`config.mk`:
```
export PLATFORM = sky130hd
export DESIGN_NAME = led_blink_fade_controller_core_flat
export DESIGN_NICKNAME = d
export VERILOG_FILES = /design/src/hdl/lbf_pkg.sv /design/src/hdl/lbf_if.sv /design/src/hdl/lbf_div.sv /design/src/hdl/lbf_cell.sv /design/src/hdl/led_blink_fade_controller_core.sv /design/src/flat_wrapper.sv
export SDC_FILE = /design/constraint.sdc
export NUM_CORES = 2
export LEC_CHECK = 0
export BUFFER_PORTS_ARGS = -buffer_cell sky130_fd_sc_hd__buf_2
export CORE_UTILIZATION = 56
export DETAILED_ROUTE_END_ITERATION = 7
export GPL_TIMING_DRIVEN = 0
export PLACE_DENSITY_LB_ADDON = 0.05
export SLEW_MARGIN = 40
export SYNTH_ARGS = -nofsm -noshare
export SYNTH_HDL_FRONTEND = slang
export SYNTH_SLANG_ARGS = --single-unit
```
`constraint.sdc`:
```
create_clock -name clk -period 8.6 [get_ports clk]
set_input_delay 2.15 -clock clk [delete_from_list [all_inputs] [get_ports clk]]
set_output_delay 2.15 -clock clk [all_outputs]
set_load 0.01 [all_outputs]
```
`src/hdl/lbf_pkg.sv`:
```
// Shared types, codes and level clamp for the LED blink/fade controller.
package lbf_pkg;

	localparam int MAX_RES = 16;
	localparam int CNT_W = 5;
	localparam logic [7:0] FALLBACK_MAX = 8'd100;
	localparam logic [7:0] LVL_RST = 8'd0;

	localparam logic [1:0] REG_ACTIVE = 2'd0;
	localparam logic [1:0] REG_MIN    = 2'd1;
	localparam logic [1:0] REG_MAX    = 2'd2;
	localparam logic [1:0] REG_START  = 2'd3;

	localparam logic [2:0] OP_TICK     = 3'd0;
	localparam logic [2:0] OP_BLINK    = 3'd1;
	localparam logic [2:0] OP_BSTOP    = 3'd2;
	localparam logic [2:0] OP_BREATH   = 3'd3;
	localparam logic [2:0] OP_RSTOP    = 3'd4;
	localparam logic [2:0] OP_ONE      = 3'd5;
	localparam logic [2:0] OP_ALL      = 3'd6;

	localparam logic [2:0] CC_NONE   = 3'd0;
	localparam logic [2:0] CC_BTICK  = 3'd1;
	localparam logic [2:0] CC_RTICK  = 3'd2;
	localparam logic [2:0] CC_BSTART = 3'd3;
	localparam logic [2:0] CC_BSTOP  = 3'd4;
	localparam logic [2:0] CC_RSTART = 3'd5;
	localparam logic [2:0] CC_RSTOP  = 3'd6;

	localparam logic ACT_TOGGLE = 1'b0;
	localparam logic ACT_SET    = 1'b1;

	typedef struct packed {
		logic [3:0] out_led;
		logic       action;
		logic [7:0] drive_level;
		logic       last;
	} res_t;

	typedef struct packed {
		logic [2:0]  code;
		logic [15:0] interval;
		logic [31:0] toggles;
		logic [31:0] step;
		logic [7:0]  goal;
		logic        active;
		logic        reload;
		logic [7:0]  reload_lvl;
	} cell_cmd_t;

	typedef struct packed {
		logic       blink_fire;
		logic       ramp_fire;
		logic       emit_lvl;
		logic [7:0] new_cur;
		logic [7:0] cur;
		logic       tog_odd;
	} cell_sts_t;

	function automatic logic [7:0] clamp_lvl(input logic [7:0] v, input logic [7:0] lo_in,
		input logic [7:0] hi_in);
		logic [7:0] lo;
		logic [7:0] hi;
		logic [7:0] r;
		lo = lo_in;
		hi = hi_in;
		if (lo > hi) begin
			lo = 8'd0;
			hi = FALLBACK_MAX;
		end
		r = v;
		if (r > hi) r = hi;
		if (r < lo) r = lo;
		return r;
	endfunction

endpackage

```
`src/hdl/lbf_if.sv`:
```
// Command and result channel interfaces.
interface lbf_cmd_if;
	logic        valid;
	logic        ready;
	logic [2:0]  op;
	logic [3:0]  led_id;
	logic [15:0] blink_period;
	logic [31:0] duration;
	logic [7:0]  target_level;
	logic        switch_on;
	modport source(output valid, op, led_id, blink_period, duration, target_level, switch_on,
		input ready);
	modport sink(input valid, op, led_id, blink_period, duration, target_level, switch_on,
		output ready);
endinterface

interface lbf_res_if;
	logic       valid;
	logic       ready;
	logic [3:0] out_led;
	logic       action;
	logic [7:0] drive_level;
	logic       last;
	modport source(output valid, out_led, action, drive_level, last, input ready);
	modport sink(input valid, out_led, action, drive_level, last, output ready);
endinterface

```
`src/hdl/lbf_div.sv`:
```
// Serial restoring divider, 32-bit dividend by 16-bit divisor, one bit a cycle.
module lbf_div (
	input  logic        clk,
	input  logic        arst_n,
	input  logic        start,
	input  logic [31:0] dividend,
	input  logic [15:0] divisor,
	output logic        busy,
	output logic [31:0] quot
);
	logic [15:0] rem_q;
	logic [31:0] quo_q;
	logic [15:0] dvs_q;
	logic [5:0]  cnt_q;
	logic [16:0] trial;
	logic        fit;

	assign trial = {rem_q, quo_q[31]};
	assign fit = trial >= {1'b0, dvs_q};

	always_ff @(posedge clk or negedge arst_n) begin
		if (!arst_n) begin
			cnt_q <= '0;
		end else if (start) begin
			cnt_q <= 6'd32;
		end else if (cnt_q != '0) begin
			cnt_q <= cnt_q - 6'd1;
		end
	end

	always_ff @(posedge clk) begin
		if (start) begin
			rem_q <= '0;
			quo_q <= dividend;
			dvs_q <= divisor;
		end else if (cnt_q != '0) begin
			rem_q <= fit ? 16'(trial - {1'b0, dvs_q}) : trial[15:0];
			quo_q <= {quo_q[30:0], fit};
		end
	end

	assign busy = cnt_q != '0;
	assign quot = quo_q;
endmodule

```
`src/hdl/lbf_cell.sv`:
```
// One LED cell: blink and ramp state, visit token passed on to the next cell.
module lbf_cell #(
	parameter int TB  = 32,
	parameter int IW  = 3,
	parameter int IDX = 0
) (
	input  logic                  clk,
	input  logic                  arst_n,
	input  logic                  tok_load,
	input  logic                  tok_shift,
	input  logic                  tok_in,
	output logic                  tok_out,
	input  logic [IW-1:0]         id,
	input  logic [TB-1:0]         now,
	input  lbf_pkg::cell_cmd_t    cmd,
	output lbf_pkg::cell_sts_t    sts
);
	localparam int EW = (TB > 32) ? TB : 32;

	logic          tok_q;
	logic [15:0]   int_q;
	logic [31:0]   tog_q;
	logic [TB-1:0] bst_q;
	logic [31:0]   step_q;
	logic [TB-1:0] rst_q;
	logic          act_q;
	logic [7:0]    cur_q;
	logic [7:0]    goal_q;
	logic          sel;
	logic [TB-1:0] bd;
	logic [TB-1:0] rd;

	assign sel = (cmd.code == lbf_pkg::CC_BTICK || cmd.code == lbf_pkg::CC_RTICK) ? tok_q
		: (id == IW'(IDX));
	assign bd = now - bst_q;
	assign rd = now - rst_q;

	always_comb begin
		sts.blink_fire = (tog_q != '0) && (EW'(bd) >= EW'(int_q));
		sts.ramp_fire  = act_q && (EW'(rd) >= EW'(step_q));
		sts.emit_lvl   = (tog_q == '0) || tog_q[0];
		sts.cur        = cur_q;
		sts.tog_odd    = tog_q[0];
		if (goal_q > cur_q) sts.new_cur = cur_q + 8'd1;
		else if (goal_q < cur_q) sts.new_cur = cur_q - 8'd1;
		else sts.new_cur = cur_q;
	end

	always_ff @(posedge clk or negedge arst_n) begin
		if (!arst_n) begin
			tok_q <= 1'b0;
		end else if (tok_load) begin
			tok_q <= (IDX == 0);
		end else if (tok_shift) begin
			tok_q <= tok_in;
		end
	end

	always_ff @(posedge clk or negedge arst_n) begin
		if (!arst_n) begin
			int_q  <= '0;
			tog_q  <= '0;
			bst_q  <= '0;
			step_q <= '0;
			rst_q  <= '0;
			act_q  <= 1'b0;
			cur_q  <= lbf_pkg::LVL_RST;
			goal_q <= lbf_pkg::LVL_RST;
		end else if (cmd.reload) begin
			cur_q  <= cmd.reload_lvl;
			goal_q <= cmd.reload_lvl;
		end else if (sel) begin
			case (cmd.code)
				lbf_pkg::CC_BTICK: begin
					if (sts.blink_fire) begin
						tog_q <= tog_q - 32'd1;
						bst_q <= now;
					end
				end
				lbf_pkg::CC_RTICK: begin
					if (sts.ramp_fire) begin
						rst_q <= now;
						cur_q <= sts.new_cur;
						if (goal_q == cur_q) act_q <= 1'b0;
					end
				end
				lbf_pkg::CC_BSTART: begin
					int_q <= cmd.interval;
					bst_q <= now;
					tog_q <= cmd.toggles;
				end
				lbf_pkg::CC_BSTOP: tog_q <= '0;
				lbf_pkg::CC_RSTART: begin
					goal_q <= cmd.goal;
					act_q  <= cmd.active;
					rst_q  <= now;
					step_q <= cmd.step;
				end
				lbf_pkg::CC_RSTOP: begin
					goal_q <= cur_q;
					act_q  <= 1'b0;
				end
				default: ;
			endcase
		end
	end

	assign tok_out = tok_q;
endmodule

```
`src/hdl/led_blink_fade_controller_core.sv`:
```
// Top level: command sequencer, LED cell row, shared divider and result buffer.
// Tick and switch-all walk a token along the cell row, one active LED at a time;
// a tick handles each LED's blink, then its ramp. Blink and breath start wait on
// the 32-step serial divider. Results stall the walk while the output is full.
// Reset clears all LED state; levels come up at the clamped start level.
module led_blink_fade_controller_core #(
	parameter int LEDS      = 8,
	parameter int TIME_BITS = 32
) (
	input  logic         clk,
	input  logic         arst_n,
	lbf_cmd_if.sink      cmd,
	lbf_res_if.source    res,
	input  logic         cfg_we,
	input  logic [1:0]   cfg_idx,
	input  logic [7:0]   cfg_data
);
	localparam int IW = (LEDS > 1) ? $clog2(LEDS) : 1;
	localparam int NW = $clog2(LEDS + 1);
	localparam int CW = (NW > 4) ? NW : 4;

	localparam logic [3:0] S_IDLE = 4'd0;
	localparam logic [3:0] S_CMD  = 4'd1;
	localparam logic [3:0] S_PREP = 4'd2;
	localparam logic [3:0] S_DIV  = 4'd3;
	localparam logic [3:0] S_DONE = 4'd4;
	localparam logic [3:0] S_TB   = 4'd5;
	localparam logic [3:0] S_TR   = 4'd6;
	localparam logic [3:0] S_ALL  = 4'd7;
	localparam logic [3:0] S_ONE  = 4'd8;
	localparam logic [3:0] S_FIN  = 4'd9;

	logic [3:0]           state_q;
	logic [3:0]           active_q;
	logic [7:0]           min_q;
	logic [7:0]           max_q;
	logic [7:0]           start_q;
	logic                 reload_q;
	logic [TIME_BITS-1:0] now_q;
	logic [2:0]           op_q;
	logic [IW-1:0]        k_q;
	logic [IW-1:0]        idx_q;
	logic [15:0]          period_q;
	logic [31:0]          dur_q;
	logic [7:0]           tgt_q;
	logic                 on_q;
	logic [7:0]           goal_q;
	logic [7:0]           diff_q;
	logic                 pend_v_q;
	lbf_pkg::res_t        pend_q;
	logic                 ov_q;
	lbf_pkg::res_t        opay_q;
	logic [lbf_pkg::CNT_W-1:0] ev_cnt_q;

	logic [CW-1:0]        n_x;
	logic                 id_ok;
	logic                 accept;
	logic                 out_free;
	logic                 ev_v;
	lbf_pkg::res_t        ev;
	logic                 drop;
	logic                 adv;
	logic                 last_idx;
	logic [IW-1:0]        sel_idx;
	logic [IW:0]          led_num;
	logic [2:0]           code;
	lbf_pkg::cell_cmd_t   ccmd;
	lbf_pkg::cell_sts_t   sts_arr [LEDS];
	lbf_pkg::cell_sts_t   sts;
	logic [LEDS:0]        tok;
	logic                 tok_load;
	logic                 tok_shift;
	logic                 div_start;
	logic                 div_busy;
	logic [31:0]          quot;
	logic [7:0]           g_c;
	logic [7:0]           diff_c;
	logic [32:0]          bcnt;
	logic [31:0]          toggles;

	assign n_x = (CW'(active_q) < CW'(LEDS)) ? CW'(active_q) : CW'(LEDS);
	assign id_ok = (cmd.led_id != 4'd0) && (CW'(cmd.led_id) <= n_x);
	assign cmd.ready = (state_q == S_IDLE) && !reload_q;
	assign accept = cmd.valid && cmd.ready;
	assign out_free = !ov_q || res.ready;
	assign last_idx = (CW'(idx_q) + CW'(1)) == n_x;
	assign sel_idx = (state_q == S_TB || state_q == S_TR || state_q == S_ALL) ? idx_q : k_q;
	assign sts = sts_arr[sel_idx];
	assign led_num = {1'b0, sel_idx} + (IW + 1)'(1);
	assign drop = ev_cnt_q >= lbf_pkg::CNT_W'(lbf_pkg::MAX_RES);
	assign adv = !ev_v || drop || !pend_v_q || out_free;

	assign g_c = lbf_pkg::clamp_lvl(tgt_q, min_q, max_q);
	assign diff_c = (g_c > sts.cur) ? g_c - sts.cur : sts.cur - g_c;
	assign bcnt = {1'b0, quot} + 33'(quot[0] | sts.tog_odd);
	assign toggles = (bcnt == '0) ? 32'd0 : 32'(bcnt - 33'd1);

	always_comb begin
		ev_v = 1'b0;
		ev.out_led = 4'(led_num);
		ev.action = lbf_pkg::ACT_SET;
		ev.drive_level = 8'd0;
		ev.last = 1'b0;
		code = lbf_pkg::CC_NONE;
		unique case (state_q)
			S_CMD: code = (op_q == lbf_pkg::OP_BSTOP) ? lbf_pkg::CC_BSTOP : lbf_pkg::CC_RSTOP;
			S_DONE: begin
				if (op_q == lbf_pkg::OP_BLINK) begin
					ev_v = 1'b1;
					ev.action = lbf_pkg::ACT_TOGGLE;
					code = lbf_pkg::CC_BSTART;
				end else begin
					code = lbf_pkg::CC_RSTART;
				end
			end
			S_TB: begin
				ev_v = sts.blink_fire;
				ev.action = lbf_pkg::ACT_TOGGLE;
				code = lbf_pkg::CC_BTICK;
			end
			S_TR: begin
				ev_v = sts.ramp_fire && sts.emit_lvl;
				ev.drive_level = sts.new_cur;
				code = lbf_pkg::CC_RTICK;
			end
			S_ALL, S_ONE: begin
				ev_v = 1'b1;
				ev.drive_level = on_q ? sts.cur : 8'd0;
			end
			default: ;
		endcase
		ccmd.code = adv ? code : lbf_pkg::CC_NONE;
		ccmd.interval = period_q;
		ccmd.toggles = toggles;
		ccmd.step = (diff_q == 8'd0) ? dur_q : quot;
		ccmd.goal = goal_q;
		ccmd.active = dur_q != 32'd0;
		ccmd.reload = reload_q;
		ccmd.reload_lvl = lbf_pkg::clamp_lvl(start_q, min_q, max_q);
	end

	assign tok_load = accept && (cmd.op == lbf_pkg::OP_TICK || cmd.op == lbf_pkg::OP_ALL);
	assign tok_shift = adv && (state_q == S_TR || state_q == S_ALL);
	assign div_start = state_q == S_PREP;
	assign tok[0] = 1'b0;

	for (genvar i = 0; i < LEDS; i++) begin : g_cell
		lbf_cell #(.TB(TIME_BITS), .IW(IW), .IDX(i)) u_cell (
			.clk       (clk),
			.arst_n    (arst_n),
			.tok_load  (tok_load),
			.tok_shift (tok_shift),
			.tok_in    (tok[i]),
			.tok_out   (tok[i+1]),
			.id        (k_q),
			.now       (now_q),
			.cmd       (ccmd),
			.sts       (sts_arr[i])
		);
	end

	lbf_div u_div (
		.clk      (clk),
		.arst_n   (arst_n),
		.start    (div_start),
		.dividend (dur_q),
		.divisor  ((op_q == lbf_pkg::OP_BLINK) ? period_q : {8'd0, diff_c}),
		.busy     (div_busy),
		.quot     (quot)
	);

	always_ff @(posedge clk or negedge arst_n) begin
		if (!arst_n) begin
			active_q <= '0;
			min_q    <= 8'd0;
			max_q    <= lbf_pkg::FALLBACK_MAX;
			start_q  <= 8'd0;
			reload_q <= 1'b0;
		end else begin
			reload_q <= 1'b0;
			if (cfg_we) begin
				unique case (cfg_idx)
					lbf_pkg::REG_ACTIVE: active_q <= cfg_data[3:0];
					lbf_pkg::REG_MIN: begin
						min_q <= cfg_data;
						reload_q <= 1'b1;
					end
					lbf_pkg::REG_MAX: begin
						max_q <= cfg_data;
						reload_q <= 1'b1;
					end
					lbf_pkg::REG_START: begin
						start_q <= cfg_data;
						reload_q <= 1'b1;
					end
					default: ;
				endcase
			end
		end
	end

	always_ff @(posedge clk) begin
		if (accept) begin
			op_q     <= cmd.op;
			k_q      <= IW'(cmd.led_id - 4'd1);
			period_q <= cmd.blink_period;
			dur_q    <= cmd.duration;
			tgt_q    <= cmd.target_level;
			on_q     <= cmd.switch_on;
		end
		if (state_q == S_PREP) begin
			goal_q <= g_c;
			diff_q <= diff_c;
		end
		if (adv && ev_v && !drop) pend_q <= ev;
	end

	always_ff @(posedge clk or negedge arst_n) begin
		if (!arst_n) begin
			state_q  <= S_IDLE;
			now_q    <= '0;
			idx_q    <= '0;
			pend_v_q <= 1'b0;
			ov_q     <= 1'b0;
			opay_q   <= '0;
			ev_cnt_q <= '0;
		end else begin
			if (ov_q && res.ready) ov_q <= 1'b0;
			if (adv && ev_v && !drop) begin
				ev_cnt_q <= ev_cnt_q + lbf_pkg::CNT_W'(1);
				pend_v_q <= 1'b1;
				if (pend_v_q) begin
					ov_q   <= 1'b1;
					opay_q <= pend_q;
				end
			end
			unique case (state_q)
				S_IDLE: begin
					if (accept) begin
						ev_cnt_q <= '0;
						idx_q <= '0;
						state_q <= S_FIN;
						unique case (cmd.op) inside
							lbf_pkg::OP_TICK: begin
								now_q <= now_q + TIME_BITS'(1);
								if (n_x != '0) state_q <= S_TB;
							end
							lbf_pkg::OP_BLINK:
								if (id_ok && cmd.blink_period != 16'd0) state_q <= S_PREP;
							lbf_pkg::OP_BREATH: if (id_ok) state_q <= S_PREP;
							lbf_pkg::OP_BSTOP, lbf_pkg::OP_RSTOP: if (id_ok) state_q <= S_CMD;
							lbf_pkg::OP_ONE: if (id_ok) state_q <= S_ONE;
							lbf_pkg::OP_ALL: if (n_x != '0) state_q <= S_ALL;
							default: ;
						endcase
					end
				end
				S_CMD: state_q <= S_FIN;
				S_PREP: state_q <= S_DIV;
				S_DIV: if (!div_busy) state_q <= S_DONE;
				S_DONE, S_ONE: if (adv) state_q <= S_FIN;
				S_TB: if (adv) state_q <= S_TR;
				S_TR, S_ALL: begin
					if (adv) begin
						if (last_idx) begin
							state_q <= S_FIN;
						end else begin
							idx_q <= idx_q + IW'(1);
							state_q <= (state_q == S_TR) ? S_TB : S_ALL;
						end
					end
				end
				S_FIN: begin
					if (!pend_v_q) begin
						state_q <= S_IDLE;
					end else if (out_free) begin
						ov_q <= 1'b1;
						opay_q <= pend_q;
						opay_q.last <= 1'b1;
						pend_v_q <= 1'b0;
						state_q <= S_IDLE;
					end
				end
				default: state_q <= S_IDLE;
			endcase
		end
	end

	assign res.valid       = ov_q;
	assign res.out_led     = opay_q.out_led;
	assign res.action      = opay_q.action;
	assign res.drive_level = opay_q.drive_level;
	assign res.last        = opay_q.last;

	a_cnt_max: assert property (@(posedge clk) disable iff (!arst_n)
		ev_cnt_q <= lbf_pkg::CNT_W'(lbf_pkg::MAX_RES))
		else $error("result count beyond limit");
	a_ready_no_pend: assert property (@(posedge clk) disable iff (!arst_n)
		cmd.ready |-> !pend_v_q)
		else $error("ready with a result still held back");
	a_idle_div: assert property (@(posedge clk) disable iff (!arst_n)
		state_q == S_IDLE |-> !div_busy)
		else $error("divider busy while idle");
	a_fin_out: assert property (@(posedge clk) disable iff (!arst_n)
		(state_q == S_FIN && pend_v_q && out_free) |=> (ov_q && res.last))
		else $error("final transfer not presented");
endmodule

```
`src/flat_wrapper.sv`:
```
// flat-port wrapper written by rule: the top's interface ports become plain ports
module led_blink_fade_controller_core_flat 
#(
	parameter int LEDS      = 8,
	parameter int TIME_BITS = 32
)
  (clk, arst_n, cfg_we, cfg_idx, cfg_data, cmd_valid, cmd_op, cmd_led_id, cmd_blink_period, cmd_duration, cmd_target_level, cmd_switch_on, cmd_ready, res_valid, res_out_led, res_action, res_drive_level, res_last, res_ready);
  lbf_cmd_if cmd_i ();
  lbf_res_if res_i ();
  input  logic clk;
  input  logic arst_n;
  input  logic cfg_we;
  input  logic [1:0] cfg_idx;
  input  logic [7:0] cfg_data;
  input wire logic [$bits(cmd_i.valid)-1:0] cmd_valid;
  input wire logic [$bits(cmd_i.op)-1:0] cmd_op;
  input wire logic [$bits(cmd_i.led_id)-1:0] cmd_led_id;
  input wire logic [$bits(cmd_i.blink_period)-1:0] cmd_blink_period;
  input wire logic [$bits(cmd_i.duration)-1:0] cmd_duration;
  input wire logic [$bits(cmd_i.target_level)-1:0] cmd_target_level;
  input wire logic [$bits(cmd_i.switch_on)-1:0] cmd_switch_on;
  output wire logic [$bits(cmd_i.ready)-1:0] cmd_ready;
  output wire logic [$bits(res_i.valid)-1:0] res_valid;
  output wire logic [$bits(res_i.out_led)-1:0] res_out_led;
  output wire logic [$bits(res_i.action)-1:0] res_action;
  output wire logic [$bits(res_i.drive_level)-1:0] res_drive_level;
  output wire logic [$bits(res_i.last)-1:0] res_last;
  input wire logic [$bits(res_i.ready)-1:0] res_ready;
  assign cmd_i.valid = cmd_valid;
  assign cmd_i.op = cmd_op;
  assign cmd_i.led_id = cmd_led_id;
  assign cmd_i.blink_period = cmd_blink_period;
  assign cmd_i.duration = cmd_duration;
  assign cmd_i.target_level = cmd_target_level;
  assign cmd_i.switch_on = cmd_switch_on;
  assign cmd_ready = cmd_i.ready;
  assign res_valid = res_i.valid;
  assign res_out_led = res_i.out_led;
  assign res_action = res_i.action;
  assign res_drive_level = res_i.drive_level;
  assign res_last = res_i.last;
  assign res_i.ready = res_ready;
  led_blink_fade_controller_core #(.LEDS(LEDS), .TIME_BITS(TIME_BITS)) u_core (.clk(clk), .arst_n(arst_n), .cmd(cmd_i), .res(res_i), .cfg_we(cfg_we), .cfg_idx(cfg_idx), .cfg_data(cfg_data));
endmodule
```
==> results by stage <==
Status:
- The run finished, with violations left.
- The checks that failed: setup timing.

Synth:
- In this run the cell area of the synthesized design comes to 0.113 mm².
- In the synthesized netlist the dominant register cell turns out to be sky130_fd_sc_hd__dfrtp_1.
- The register bit total from synthesis is 1,547.
- After synthesis, the cell types taking the most area are sky130_fd_sc_hd__dfrtp_1, sky130_fd_sc_hd__ha_1, sky130_fd_sc_hd__mux2_2.
- For this run, the register share of the synthesized area comes to 34.7%.
- The number of nets in the synthesized netlist is 13,700.
- The number of enable-type register cells in the synthesized netlist is 140.
- The Yosys step of the flow raised 0 warnings.
- The synthesized area per cell is 9.07 µm².
- Summed over its instances, the top area cell type makes up 30.6% of the synthesized netlist area.
- The synthesized design spends more area on one cell type than any other, namely sky130_fd_sc_hd__dfrtp_1.
- The cell count after synthesis came out at 12,500.
- The post-synthesis cell type count is 108.
- Of all flip-flops after synthesis, the portion carrying an async set or reset was 89.9%.

Clocking:
- The clock tree from TritonCTS is done.
- The library cell used as clock root buffer is sky130_fd_sc_hd__clkbuf_16.
- The longest clock path from root to sink contains 3 buffers.
- Counting the buffers created by CTS gives 180.
- The clock-pin slew on the worst setup and hold paths is 0.06 ns.
- The clock latency of the later-clocked register in the worst-skew pair is 0.87 ns.
- The clock sink count is 1,547.
- For this design, the CTS-stage hold fixing added 0 buffers.
- The CTS H-tree depth is 4.

Global routing:
- Entering global routing, the biggest net connects 109 pins.
- The aggregate global routing overflow is 0.
- Global routing consumed, on the met3 layer, 9.36% of the routing resources.
- The first global-routing pass estimated 638,000 µm of wire.
- met2 is the most crowded layer.
- Global routing consumed, on the met1 layer, 53.6% of the routing resources.
- The met2 global-route usage is 63.9%.
- The initial antenna violation count came to 51.
- Global routing used 41.8% of the available tracks.
- The number of global-route vias before repair is 100,000.

Final layout:
- Leaving out fill and tap cells, the most frequent cells in the layout are sky130_fd_sc_hd__dfrtp_1, sky130_fd_sc_hd__inv_1, sky130_fd_sc_hd__ha_1, sky130_fd_sc_hd__mux2_2, sky130_fd_sc_hd__a21oi_1.
- Leaving out fill and tap cells, the most frequent cell in the layout is sky130_fd_sc_hd__dfrtp_1.
- The filler cell count in the final layout is 16,500.
- The total non-filler cell area in the finished layout is 0.129 mm².
- From synthesis to final layout, the design area changed by 14.1%.
- The share of layout cells above drive strength 1 is 17.0%.
- The count of nets after finishing is 14,200.
- The number of non-filler instances in the completed layout is 15,900.

Critical path:
- Among the stages of the critical path, the cell type that occurs most often is sky130_fd_sc_hd__a21oi_2.
- The cell with the biggest individual delay on the critical path is sky130_fd_sc_hd__dfrtp_1.
- The worst register-to-register path ends at u_core.g_cell[7].u_cell.rst_q[7].
- The highest cell delay on the worst timing path is 0.41 ns.
- For the worst flop-to-flop path, the logic depth is 41.
- The critical path class is reg -> reg.
- In this run the register-to-register setup slack is -0.01 ns.
- Of all nets on the critical path, the largest fanout is 7.
- STA classifies the critical path endpoint as a register.
- The source of the worst register-to-register timing path is u_core.now_q[0].
- At the worst endpoint, the required time is 9.34 ns.
- Data on the critical path arrives at its endpoint at 9.36 ns.
- The startpoint type of the worst setup path is a register.

STA:
- The final critical path takes up 100% of the cycle.
- Setup repair after global routing could not meet its margin everywhere.
- The worst path in the final design needs a cycle of 8.61 ns, including I/O delays and setup.
- The post-route clock skew is 0.0382 ns.
- The total setup violations reported at the end of the flow is 5.
- The count of final hold-check violations is 0.
- The number of pins with negative max-slew slack in the final report was 0.
- Timing would allow up to 0.116 GHz.
- The worst slew margin relative to its limit is 33.7%.
- The least setup slack across all paths after layout is -0.0133 ns.
- At the pin with the least slew margin, the transition time is 0.995 ns.

Worst hold path:
- The kind of path behind the tightest hold check is reg -> reg.
- The worst hold path depth is 1.
- The hold-critical path endpoint is u_core.res.out_led[2].
- The worst hold path begins at u_core.pend_q[12].

Drt:
- In the routed layout, each cell is associated on average with a via count of 6.54.
- Wires add up to 438,000 µm.
- Dividing the detail-routed wire length by the instance count gives 27.6 µm.
- The detailed-router iteration count before antenna repair is 8.
- The starting DRC count in detailed routing is 11,500.
- The number of routed nets with antenna violations is 0.
- The final route contains 104,000 vias.
- After detailed routing, the number of remaining DRC violations is 0.

Floorplanning:
- The starting density of the core is 56.5%.
- 95 I/O pins were placed.
- The die is 452 µm tall.
- The initialized floorplan defines 164 standard-cell rows.
- The area of the die is 0.204 mm².
- The total core area is 0.200 mm².
- In this run the horizontal extent of the chip is 452 µm.

Pwr:
- The share of total power dissipated in the clock network is 18.0%.
- Of the total power, the share spent switching nets is 46.1%.
- For this design the total switching power over the nets is 21,300 µW.
- Across the VDD grid, the largest voltage drop is 0.256 mV.
- Sequential cells burn 23.7% of the power.
- The internal power of the cells totals 24,900 µW.
- The analysis attributes to cell leakage a power of 0.0594 µW.
- Power spread over the standard cell area amounts to 357 mW/mm².
- The share of total power dissipated in combinational logic is 58.3%.

Job:
- The tool flagged a number of max-cap violations equal to 0.

Place:
- The wire-length estimate of the detail-placed layout is 317,000 µm.
- The final weighted congestion in routability-driven placement is 1.02.
- Once placement completed, the tool counted placed cells totaling 15,400.
- During placement, the flow inserted port buffers numbering 94.
- The placed instances occupy a cell area of 0.120 mm².
- OpenSTA, run right after detailed placement, puts the worst setup slack at -2.41 ns.
[cell type report]
class / count / area, µm² / share of cell area [%]
clock inverter: 98 / 1250 / 0.967
tap: 2656 / 3320 / 2.57
clock buffer: 241 / 5070 / 3.92
buffer: 572 / 3030 / 2.34
inverter: 1202 / 4550 / 3.51
sequential: 1547 / 39400 / 30.5
timing repair buffer: 355 / 3860 / 2.98
multi-input combinational: 9162 / 68800 / 53.2
antenna: 27 / 67.6 / 0.0522
[power groups by stage]
stage                     Clock, µW  Combinational (µW)  Sequential, µW
after floorplan                   0               16700           10500
after global placement            0               23500           11000
after detailed placement          0               24500           11000
after CTS                      8330               25400           10900
after global routing           8610               29000           11100
final                          8290               26900           11000
[sequential cells by signal, indices dropped and copies added (netlist names), 13 cells and up]
signal and cells:
u_core.dur_q 32, u_core.g_cell.u_cell.bst_q 256, u_core.g_cell.u_cell.cur_q 64, u_core.g_cell.u_cell.goal_q 64
u_core.g_cell.u_cell.int_q 128, u_core.g_cell.u_cell.rst_q 256, u_core.g_cell.u_cell.step_q 256, u_core.g_cell.u_cell.tog_q 256
u_core.now_q 32, u_core.pend_q 13, u_core.period_q 16, u_core.u_div.dvs_q 16
u_core.u_div.quot 32, u_core.u_div.rem_q 16
[logic make-up (layout without fill, tap and decap cells)]
| logic type | count (synthesis) | count (layout) | share of synthesized area (%) |
|---|---|---|---|
| adders and majority gates | 1079 | 1079 | 12.0 |
| AOI/OAI and AO/OA | 3292 | 3292 | 18.8 |
| muxes | 1000 | 1000 | 10.1 |
| and+or+nand+nor | 3254 | 3255 | 14.1 |
| buffers and inverters | 1789 | 2468 | 6.08 |
| xor gates and xnor gates | 536 | 536 | 4.14 |
| other | 0 | 27 | 0 |
| DFF | 1547 | 1547 | 34.7 |
[cells in the mapped netlist (all sizes together) (105+ instances only)]
cell and n:
buf 163, nand2b 124, o21ai 774, o2bb2ai 135
mux2 926, nor4 118, a21oi 877, a31oi 161
nor2b 129, nor2 731, nand2 810, and3 126
o21a 124, a21o 273, ha 1060, nor3 304
dfrtp 1388, nand4 164, edfxtp 140, xor2 159
xnor2 377, inv 1202, o31ai 105, clkbuf 424
nand3 379
[what timing repair did]
item | CTS | global route
setup endpoints to repair | 1351 | 1322
gates resized for setup | 240 | 388
cloned | 2 | 4
pin swaps | 44 | 114
buffers inserted | 52 | 96
[layer usage]
metal,share of wire [%],up-vias
li1,-,46200
met1,39,50900
met2,44,5250
met3,9.8,1390
met4,7.3,28
met5,0.045,-
[stage by stage]
step / hold slack [ns] / utilization, % / setup TNS, ns / total power (µW)
after floorplan: 0.445 / - / 0 / 27200
after global placement: 0.457 / 58.4 / - / 34500
after detailed placement: 0.462 / 59.7 / -2536.19 / 35500
after CTS: 0.477 / 63.5 / -0.0376 / 44600
after global routing: 0.486 / 64.5 / -25.18 / 48800
final: 0.475 / 64.5 / -0.0416 / 46200
[worst max-delay path by stage]
stage | from | slack [ns] | endpoint
6_report | u_core.now_q[0] | -0.01 | u_core.g_cell[7].u_cell.rst_q[7]
5_1_grt | u_core.now_q[0] | -0.14 | u_core.g_cell[7].u_cell.rst_q[7]
4_1_cts | u_core.max_q[5] | -0.04 | u_core.u_div.dvs_q[5]
3_5_place_dp | u_core.now_q[0] | -2.41 | u_core.g_cell[7].u_cell.step_q[9]
3_3_place_gp | arst_n | -25.84 | u_core.g_cell[4].u_cell.rst_q[5]
2_1_floorplan | u_core.max_q[5] | 0.37 | u_core.u_div.dvs_q[5]
[critical path: cells and delay by family, from the launching register on]
kind | cells | cell delay [ns]
adders and majority gates | 3 | 0.92
DFF | 1 | 0.41
and+or+nand+nor | 5 | 0.50
xor gates and xnor gates | 1 | 0.14
muxes | 2 | 0.65
AOI/OAI and AO/OA | 20 | 4.13
buffers and inverters | 10 | 1.64
(Power assumes the default switching activity.)
